[config.mk]
export PLATFORM = sky130hd
export DESIGN_NAME = operator_integer_lexer
export DESIGN_NICKNAME = d
export VERILOG_FILES = /design/src/rtl/core/olx_pkg.sv /design/src/rtl/core/olx_front.sv /design/src/rtl/core/olx_fifo.sv /design/src/rtl/core/olx_back.sv /design/src/rtl/core/operator_integer_lexer.sv
export SDC_FILE = /design/constraint.sdc
export NUM_CORES = 1
export LEC_CHECK = 0
export BUFFER_PORTS_ARGS = -buffer_cell sky130_fd_sc_hd__buf_4
export CAP_MARGIN = 10
export CORE_UTILIZATION = 60
export DETAILED_ROUTE_END_ITERATION = 8
export PLACE_DENSITY_LB_ADDON = 0.2
export SYNTH_ARGS = -nofsm -noshare
export SYNTH_HDL_FRONTEND = slang
export SYNTH_SLANG_ARGS = --single-unit
[constraint.sdc]
create_clock -name i_clk -period 14.2 [get_ports i_clk]
set_input_delay 2.84 -clock i_clk [delete_from_list [all_inputs] [get_ports i_clk]]
set_output_delay 2.84 -clock i_clk [all_outputs]
set_load 0.005 [all_outputs]
[src/rtl/core/olx_pkg.sv]
`timescale 1ns / 1ps
// ----------------------------------------------------------------------------
// olx_pkg: shared types and constants of the operator and integer lexer
// Byte and token transaction types, token kinds, character codes and the
// depth of the token queue between the front and back parts.
// ----------------------------------------------------------------------------
package olx_pkg;

    // Input transaction: one source byte plus end-of-input marker
    typedef struct packed {
        logic [7:0] char_code;
        logic       final_byte;
    } t_in;

    // Output transaction: one token
    typedef struct packed {
        logic [3:0]  token_kind;
        logic [63:0] int_value;
        logic        overflowed;
        logic [7:0]  bad_char;
        logic        last_of_run;
    } t_token;

    // Front to queue: up to two tokens per accepted byte
    typedef struct packed {
        logic [1:0]         cnt;
        t_token [1:0]       tok;
    } t_push;

    // Token kinds
    typedef enum logic [3:0] {
        KIND_EOL    = 4'd0,
        KIND_INT    = 4'd1,
        KIND_NE     = 4'd2,
        KIND_BANG   = 4'd3,
        KIND_POUND  = 4'd4,
        KIND_LPAREN = 4'd5,
        KIND_RPAREN = 4'd6,
        KIND_PLUS   = 4'd7,
        KIND_LE     = 4'd8,
        KIND_LT     = 4'd9,
        KIND_EQEQ   = 4'd10,
        KIND_ASSIGN = 4'd11,
        KIND_GE     = 4'd12,
        KIND_GT     = 4'd13,
        KIND_ERROR  = 4'd14
    } t_kind;

    // Character codes
    localparam logic [7:0] CH_TAB    = 8'h09;
    localparam logic [7:0] CH_LF     = 8'h0A;
    localparam logic [7:0] CH_CR     = 8'h0D;
    localparam logic [7:0] CH_SPACE  = 8'h20;
    localparam logic [7:0] CH_BANG   = 8'h21;
    localparam logic [7:0] CH_POUND  = 8'h23;
    localparam logic [7:0] CH_LPAREN = 8'h28;
    localparam logic [7:0] CH_RPAREN = 8'h29;
    localparam logic [7:0] CH_PLUS   = 8'h2B;
    localparam logic [7:0] CH_ZERO   = 8'h30;
    localparam logic [7:0] CH_NINE   = 8'h39;
    localparam logic [7:0] CH_LT     = 8'h3C;
    localparam logic [7:0] CH_EQ     = 8'h3D;
    localparam logic [7:0] CH_GT     = 8'h3E;

    // Token queue
    localparam int          QUEUE_DEPTH = 4;
    localparam int          QUEUE_AW    = $clog2(QUEUE_DEPTH);
    localparam int          QUEUE_CW    = $clog2(QUEUE_DEPTH + 1);

endpackage

[src/rtl/core/olx_front.sv]
`timescale 1ns / 1ps
// ----------------------------------------------------------------------------
// olx_front: byte classifier and lexer state
// Accepts one byte per cycle while the queue has room, updates the lexer
// mode, pending operator and digit accumulator, and hands zero to two tokens to the token queue.
// ----------------------------------------------------------------------------
module olx_front (
    input  logic          i_clk,
    input  logic          i_rst_n,
    input  logic          i_valid,
    output logic          o_ready,
    input  olx_pkg::t_in  i_in,
    input  logic          i_space_ok,
    output olx_pkg::t_push o_push
);
    import olx_pkg::*;

    typedef enum logic [1:0] {
        MODE_IDLE = 2'd0,
        MODE_INT  = 2'd1,
        MODE_OP   = 2'd2,
        MODE_ERR  = 2'd3
    } t_mode;

    typedef enum logic [1:0] {
        OP_BANG = 2'd0,
        OP_LT   = 2'd1,
        OP_EQ   = 2'd2,
        OP_GT   = 2'd3
    } t_op;

    // One-character token of a pending operator
    function automatic logic [3:0] op_single(input t_op op);
        logic [3:0] k;
        case (op)
            OP_BANG: k = KIND_BANG;
            OP_LT:   k = KIND_LT;
            OP_EQ:   k = KIND_ASSIGN;
            OP_GT:   k = KIND_GT;
            default: k = KIND_BANG;
        endcase
        return k;
    endfunction

    // Two-character token of a pending operator followed by '='
    function automatic logic [3:0] op_double(input t_op op);
        logic [3:0] k;
        case (op)
            OP_BANG: k = KIND_NE;
            OP_LT:   k = KIND_LE;
            OP_EQ:   k = KIND_EQEQ;
            OP_GT:   k = KIND_GE;
            default: k = KIND_NE;
        endcase
        return k;
    endfunction

    function automatic t_token mk_tok(input logic [3:0] kind, input logic [63:0] val,
                                      input logic ovf, input logic [7:0] bad);
        t_token t;
        t.token_kind  = kind;
        t.int_value   = val;
        t.overflowed  = ovf;
        t.bad_char    = bad;
        t.last_of_run = 1'b0;
        return t;
    endfunction

    t_mode        r_mode, n_mode;
    t_op          r_pend, n_pend;
    logic [63:0]  r_acc, n_acc;
    logic         r_ovf, n_ovf;

    logic         accept;
    logic [7:0]   c;
    logic [7:0]   c_off;
    logic [3:0]   digit;
    logic         is_digit;
    logic [67:0]  mac_sum;
    logic         do_idle;
    logic [1:0]   cnt;
    t_token [1:0] tk;

    assign o_ready  = i_space_ok;
    assign accept   = i_valid && i_space_ok;
    assign c        = i_in.char_code;
    assign c_off    = c - CH_ZERO;
    assign digit    = c_off[3:0];
    assign is_digit = (c inside {[CH_ZERO:CH_NINE]});

    // acc * 10 + digit; anything above bit 63 is overflow
    assign mac_sum = {1'b0, r_acc, 3'b000} + {3'b000, r_acc, 1'b0} + {64'd0, digit};

    // Next lexer state and the tokens caused by this byte
    always_comb begin
        n_mode  = r_mode;
        n_pend  = r_pend;
        n_acc   = r_acc;
        n_ovf   = r_ovf;
        do_idle = 1'b0;
        cnt     = 2'd0;
        tk      = '0;

        case (r_mode)
            MODE_INT: begin
                if (is_digit) begin
                    n_acc = mac_sum[63:0];
                    n_ovf = r_ovf | (|mac_sum[67:64]);
                end else begin
                    tk[cnt[0]] = mk_tok(KIND_INT, r_acc, r_ovf, 8'd0);
                    cnt        = cnt + 2'd1;
                    n_acc      = '0;
                    n_ovf      = 1'b0;
                    n_mode     = MODE_IDLE;
                    do_idle    = 1'b1;
                end
            end
            MODE_OP: begin
                n_mode = MODE_IDLE;
                if (c == CH_EQ) begin
                    tk[cnt[0]] = mk_tok(op_double(r_pend), 64'd0, 1'b0, 8'd0);
                    cnt        = cnt + 2'd1;
                end else begin
                    tk[cnt[0]] = mk_tok(op_single(r_pend), 64'd0, 1'b0, 8'd0);
                    cnt        = cnt + 2'd1;
                    do_idle    = 1'b1;
                end
            end
            MODE_ERR: begin
            end
            default: begin
                do_idle = 1'b1;
            end
        endcase

        // Lex the byte from idle
        if (do_idle) begin
            case (c)
                CH_SPACE, CH_TAB, CH_CR: begin
                end
                CH_LF, CH_POUND, CH_LPAREN, CH_RPAREN, CH_PLUS: begin
                    tk[cnt[0]] = mk_tok((c == CH_LF)     ? KIND_EOL    :
                                        (c == CH_POUND)  ? KIND_POUND  :
                                        (c == CH_LPAREN) ? KIND_LPAREN :
                                        (c == CH_RPAREN) ? KIND_RPAREN : KIND_PLUS,
                                        64'd0, 1'b0, 8'd0);
                    cnt        = cnt + 2'd1;
                end
                CH_BANG: begin n_mode = MODE_OP; n_pend = OP_BANG; end
                CH_LT:   begin n_mode = MODE_OP; n_pend = OP_LT;   end
                CH_EQ:   begin n_mode = MODE_OP; n_pend = OP_EQ;   end
                CH_GT:   begin n_mode = MODE_OP; n_pend = OP_GT;   end
                default: begin
                    if (is_digit) begin
                        n_mode = MODE_INT;
                        n_acc  = {60'd0, digit};
                        n_ovf  = 1'b0;
                    end else begin
                        tk[cnt[0]] = mk_tok(KIND_ERROR, 64'd0, 1'b0, c);
                        cnt        = cnt + 2'd1;
                        n_mode     = MODE_ERR;
                    end
                end
            endcase
        end

        // End of input: flush whatever is pending, then back to reset state
        if (i_in.final_byte) begin
            if (n_mode == MODE_INT && cnt != 2'd2) begin
                tk[cnt[0]] = mk_tok(KIND_INT, n_acc, n_ovf, 8'd0);
                cnt        = cnt + 2'd1;
            end else if (n_mode == MODE_OP && cnt != 2'd2) begin
                tk[cnt[0]] = mk_tok(op_single(n_pend), 64'd0, 1'b0, 8'd0);
                cnt        = cnt + 2'd1;
            end
            n_mode = MODE_IDLE;
            n_pend = OP_BANG;
            n_acc  = '0;
            n_ovf  = 1'b0;
        end

        // Mark the last token of this byte
        if (cnt != 2'd0) begin
            tk[cnt[1]].last_of_run = 1'b1;
        end
    end

    assign o_push.cnt = accept ? cnt : 2'd0;
    assign o_push.tok = tk;

    // Lexer state
    always_ff @(posedge i_clk) begin
        if (!i_rst_n) begin
            r_mode <= MODE_IDLE;
            r_pend <= OP_BANG;
            r_acc  <= '0;
            r_ovf  <= 1'b0;
        end else if (accept) begin
            r_mode <= n_mode;
            r_pend <= n_pend;
            r_acc  <= n_acc;
            r_ovf  <= n_ovf;
        end
    end

    // Error mode swallows bytes until the final marker
    a_err_silent: assert property (@(posedge i_clk) disable iff (!i_rst_n)
        (accept && r_mode == MODE_ERR) |-> (o_push.cnt == 2'd0))
        else $error("token produced while in error mode");

    // Final marker leaves the lexer in its reset state
    a_final_clears: assert property (@(posedge i_clk) disable iff (!i_rst_n)
        (accept && i_in.final_byte) |=> (r_mode == MODE_IDLE && r_acc == 64'd0 && !r_ovf))
        else $error("lexer state not cleared after final byte");

    // Exactly the last token of a run carries the marker
    a_last_mark: assert property (@(posedge i_clk) disable iff (!i_rst_n)
        (o_push.cnt == 2'd2) |-> (!o_push.tok[0].last_of_run && o_push.tok[1].last_of_run))
        else $error("last_of_run misplaced on two-token byte");

endmodule

[src/rtl/core/olx_fifo.sv]
`timescale 1ns / 1ps
// ----------------------------------------------------------------------------
// olx_fifo: token queue between front and back
// Small circular buffer that takes up to two tokens per cycle and gives one.
// Space is reported while at least two entries are free.
// ----------------------------------------------------------------------------
module olx_fifo (
    input  logic             i_clk,
    input  logic             i_rst_n,
    input  olx_pkg::t_push   i_push,
    output logic             o_space_ok,
    input  logic             i_pop,
    output logic             o_avail,
    output olx_pkg::t_token  o_head
);
    import olx_pkg::*;

    t_token               r_mem [QUEUE_DEPTH];
    logic [QUEUE_AW-1:0]  r_wp, r_rp;
    logic [QUEUE_CW-1:0]  r_count;
    logic                 do_pop;
    logic [QUEUE_AW-1:0]  wp_next;

    assign o_space_ok = (r_count <= QUEUE_CW'(QUEUE_DEPTH - 2));
    assign o_avail    = (r_count != '0);
    assign o_head     = r_mem[r_rp];
    assign do_pop     = i_pop && o_avail;
    assign wp_next    = r_wp + QUEUE_AW'(1);

    // Storage writes
    always_ff @(posedge i_clk) begin
        if (i_push.cnt != 2'd0) begin
            r_mem[r_wp] <= i_push.tok[0];
        end
        if (i_push.cnt == 2'd2) begin
            r_mem[wp_next] <= i_push.tok[1];
        end
    end

    // Pointers and fill count
    always_ff @(posedge i_clk) begin
        if (!i_rst_n) begin
            r_wp    <= '0;
            r_rp    <= '0;
            r_count <= '0;
        end else begin
            r_wp    <= r_wp + QUEUE_AW'(i_push.cnt);
            r_rp    <= r_rp + QUEUE_AW'(do_pop);
            r_count <= r_count + QUEUE_CW'(i_push.cnt) - QUEUE_CW'(do_pop);
        end
    end

    a_no_overfill: assert property (@(posedge i_clk) disable iff (!i_rst_n)
        (i_push.cnt != 2'd0) |-> o_space_ok)
        else $error("token queue written without room");

    a_count_bound: assert property (@(posedge i_clk) disable iff (!i_rst_n)
        r_count <= QUEUE_CW'(QUEUE_DEPTH))
        else $error("token queue count past depth");

endmodule

[src/rtl/core/olx_back.sv]
`timescale 1ns / 1ps
// ----------------------------------------------------------------------------
// olx_back: token output stage
// Pulls tokens from the queue into the output register and presents them
// on the output channel, reloading in the same cycle one is taken.
// ----------------------------------------------------------------------------
module olx_back (
    input  logic             i_clk,
    input  logic             i_rst_n,
    input  logic             i_avail,
    input  olx_pkg::t_token  i_head,
    output logic             o_pop,
    output logic             o_valid,
    input  logic             i_ready,
    output olx_pkg::t_token  o_out
);
    import olx_pkg::*;

    logic   r_valid;
    t_token r_out;

    assign o_pop   = i_avail && (!r_valid || i_ready);
    assign o_valid = r_valid;
    assign o_out   = r_out;

    // Output valid
    always_ff @(posedge i_clk) begin
        if (!i_rst_n) begin
            r_valid <= 1'b0;
        end else if (o_pop) begin
            r_valid <= 1'b1;
        end else if (i_ready) begin
            r_valid <= 1'b0;
        end
    end

    // Output payload
    always_ff @(posedge i_clk) begin
        if (o_pop) begin
            r_out <= i_head;
        end
    end

endmodule

[src/rtl/core/operator_integer_lexer.sv]
`timescale 1ns / 1ps
// ----------------------------------------------------------------------------
// operator_integer_lexer: byte-stream lexer for integers and operators
// Top level: front lexer, four-entry token queue and output register.
// ----------------------------------------------------------------------------
// The lexer takes one source byte per cycle and emits newline, decimal
// integer, operator and error tokens, each byte causing zero, one or two
// tokens. The front part updates the lexer state in the cycle a byte is
// accepted and writes its tokens into a four-entry queue; the output
// register drains one token per cycle while the receiver is ready. Each
// token goes through the queue and then the output register. Input is
// accepted while two queue entries are free, so the sustained rate is one
// byte per cycle as long as the tokens average at most one per byte; the
// single output port sets that ceiling at one token per cycle.
// ----------------------------------------------------------------------------
module operator_integer_lexer (
    input  logic             i_clk,
    input  logic             i_rst_n,
    input  logic             i_valid,
    output logic             o_ready,
    input  olx_pkg::t_in     i_in,
    output logic             o_valid,
    input  logic             i_ready,
    output olx_pkg::t_token  o_out
);
    import olx_pkg::*;

    t_push  push;
    logic   space_ok;
    logic   avail;
    logic   pop;
    t_token head;

    olx_front u_front (
        .i_clk      (i_clk),
        .i_rst_n    (i_rst_n),
        .i_valid    (i_valid),
        .o_ready    (o_ready),
        .i_in       (i_in),
        .i_space_ok (space_ok),
        .o_push     (push)
    );

    olx_fifo u_fifo (
        .i_clk      (i_clk),
        .i_rst_n    (i_rst_n),
        .i_push     (push),
        .o_space_ok (space_ok),
        .i_pop      (pop),
        .o_avail    (avail),
        .o_head     (head)
    );

    olx_back u_back (
        .i_clk   (i_clk),
        .i_rst_n (i_rst_n),
        .i_avail (avail),
        .i_head  (head),
        .o_pop   (pop),
        .o_valid (o_valid),
        .i_ready (i_ready),
        .o_out   (o_out)
    );

endmodule

==> flow_summary_export.csv <==
group,metric,value,unit
run_status,status,"finished clean",
place,place_ws,5500,ps
layout,drive_gt1_share,11.5,%
yosys,synth-seq-area-share,48.5,%
yosys,yosysTopAreaCell,"edfxtp_1",
timing,fin_crit,8200,ps
place,place.gp.congestion,1.01,
clock_network,postCtsHoldBufs,0,
die,start_util,61.3,%
clock_network,numCtsBuffers,47,
yosys,synth_commonest_cells,"edfxtp_1, nor2_1, nand2_1",
worst_setup_path,cp.required,14400,ps
yosys,synth_most_common_cell,"edfxtp_1",
die,dieArea,0.0464,mm^2
global_routing,antenna_found_initial,2,
power,power_density,146,mW/mm^2
run,cap_violations,0,
timing,final-hold-violation-count,0,
die,die_x,215,um
global_routing,grt_pass1_vias,21100,
clock_network,cts_resized,0,
timing,tns,0,ps
layout,nets,2755,
worst_setup_path,start_kind,"primary input",
yosys,synth_cell_types,88,
route,dr_total_vias,22300,
worst_setup_path,crit_fanout,67,
place,io_buffers,92,
timing,max_slew_margin,22.6,%
route,via_per_inst,6.90,
die,pin_count,93,
die,coreArea,0.0446,mm^2
timing,rsz0062_at_grt,"false",
hold_path,min_path_cells,2,
clock_network,clkLatencyLatePin,600,ps
route,ant_nets,0,
clock_network,cts_sinks,467,
route,firstDrtPassIters,6,
clock_network,ctsLongestPathBuffers,3,
yosys,netlist_top_cells_area,"edfxtp_1, mux4_2, ha_1, dfxtp_1, a21oi_1",
timing,setup_violations,0,
timing,fin_skew,26.7,ps
global_routing,grt_overflow,0,
yosys,synth_area,0.0273,mm^2
yosys,yosys_warnings,0,
global_routing,grt_max_degree,79,
route,wl_per_cell,25.6,um
timing,clock.fmax,0.122,GHz
yosys,synth_top_flop_cell,"edfxtp_1",
global_routing,grt.total_usage,35.3,%
worst_setup_path,arrival,8400,ps
timing,finalCritPeriodShare,57.8,%
route,drc,0,
clock_network,root_buffer,"clkbuf_16",
layout,area_growth,8.78,%
timing,slew_violations,0,
power,power_leakage,11.3,nW
die,rows,77,
worst_setup_path,end_kind,"flip-flop",
worst_setup_path,reg2reg_depth,19,
layout,n_antenna_cell,0,
die,die_h,215,um
yosys,synth_async_sr_flop_share,0,%
yosys,avgSynthCellArea,10.5,um^2
clock_network,cts.clk_slew.worst_paths,70,ps
route,postRouteWirelength,82500,um
yosys,syn-num-nets,2763,
clock_network,htree_num_levels,2,
layout,n_fill_cell,3371,
power,peakVddDrop,0.000128,V
layout,fin_util,66.7,%
yosys,synth_seq_cells,467,
yosys,synth_edf_count,390,
yosys,netlist_instances,2609,
place,place_hpwl,55200,um
timing,fin_ws,6000,ps
clock_network,cts_tree,"yes",
worst_setup_path,crit_type,"primary input to flip-flop",
timing,worstMarginPinSlew,1150,ps
global_routing,grt_pass1_wl,126000,um
clock_network,post_cts_buffers,0,
hold_path,min_path_type,"flip-flop to flip-flop",
yosys,synth_top_area_share,42.8,%
route,drt_iter0_markers,3242,
[sequential cells by signal (all words and copies together) (netlist names)]
register	count
u_front.r_mode	2
u_fifo.r_mem	312
u_front.r_acc	64
u_fifo.r_wp	2
u_back.o_valid	1
u_fifo.r_count	3
u_back.o_out	78
u_fifo.r_rp	2
u_front.r_ovf	1
u_front.r_pend	2
[report_power, final]
group	leakage (nW)	internal [mW]	switching [mW]	total [mW]
Sequential	4.35	1.91	0.127	2.03
Clock	0.710	0.669	0.536	1.20
Combinational	6.26	0.462	0.654	1.12
[cell families after synthesis]
group           synth area share, %
simple gates                   13.6
compound gates                 17.9
flops                          48.5
buf+inv                        3.70
fa+ha+maj                      6.53
mux                            7.76
xor+xnor                       2.05
[cell usage in the layout (no fill, tap or decap), types with 13 or more instances in the layout]
cell type  instances
a211oi_1          20
a21o_1            31
a21oi_1          238
a22o_1            19
a22oi_1           79
and2_1            49
buf_4            125
clkbuf_16         48
dfxtp_1           75
edfxtp_1         390
ha_1             138
inv_1             53
mux2i_1           34
mux4_2            78
nand2_1          248
nand2b_1          13
nand3_1           24
nand4_1           28
nor2_1           277
nor2b_1           62
nor3_1            17
o21a_1            13
o21ai_0          161
o21bai_1          14
o22ai_1          100
or3_1             28
xnor2_1           27
xor2_1            37
[worst max-delay path, cell delays in order]
cell and delay, ps:
buf_4 140, nand4bb_1 250, o41a_1 510, nor3_4 340, or3_1 280, o211a_1 160, buf_4 320, inv_2 200
ha_1 290, nand2b_1 190, nand4b_1 260, and2_1 320, mux2_4 260, and3_4 770, a21o_4 400, buf_4 780
[cell type report]
type / instances / area [um^2] / share of cell area (%)
Inverter: 54 / 203 / 0.681
Clock buffer: 62 / 1270 / 4.28
Clock inverter: 22 / 178 / 0.597
Timing Repair Buffer: 125 / 938 / 3.15
Sequential cell: 467 / 13300 / 44.6
Tap cell: 592 / 741 / 2.49
Multi-Input combinational cell: 1906 / 13200 / 44.2
[path summary, 6_finish.rpt]
kind                                  start                      endpoint  slack, ps
min reg2reg     u_back.o_valid$_SDFFE_PN0P_   u_back.o_valid$_SDFFE_PN0P_        510
max reg2reg  u_front.r_mode[1]$_SDFFE_PN0P_  u_fifo.r_mem[0][8]$_DFFE_PP_       7600
max                                 i_in[7]  u_fifo.r_mem[0][8]$_DFFE_PP_       6000
min             u_back.o_valid$_SDFFE_PN0P_   u_back.o_valid$_SDFFE_PN0P_        510
[stage by stage]
step	instance area [um^2]	cells	power (mW)	hold slack, ps
2_1_floorplan	27300	2609	2.70	471
3_3_place_gp	28300	3144	3.13	501
3_5_place_dp	28300	3144	3.16	506
4_1_cts	29700	3228	4.36	515
5_1_grt	29700	3228	4.49	562
6_report	29700	3228	4.35	514
[per-layer routing]
metal	track usage [%]	wire [um]	up-vias
met3	7.82	10600	190
met2	52.6	36200	1499
met4	11.4	2400	2
li1	-	-	9810
met1	51.2	33300	10800
met5	0	13	-
(Power assumes the default switching activity.)
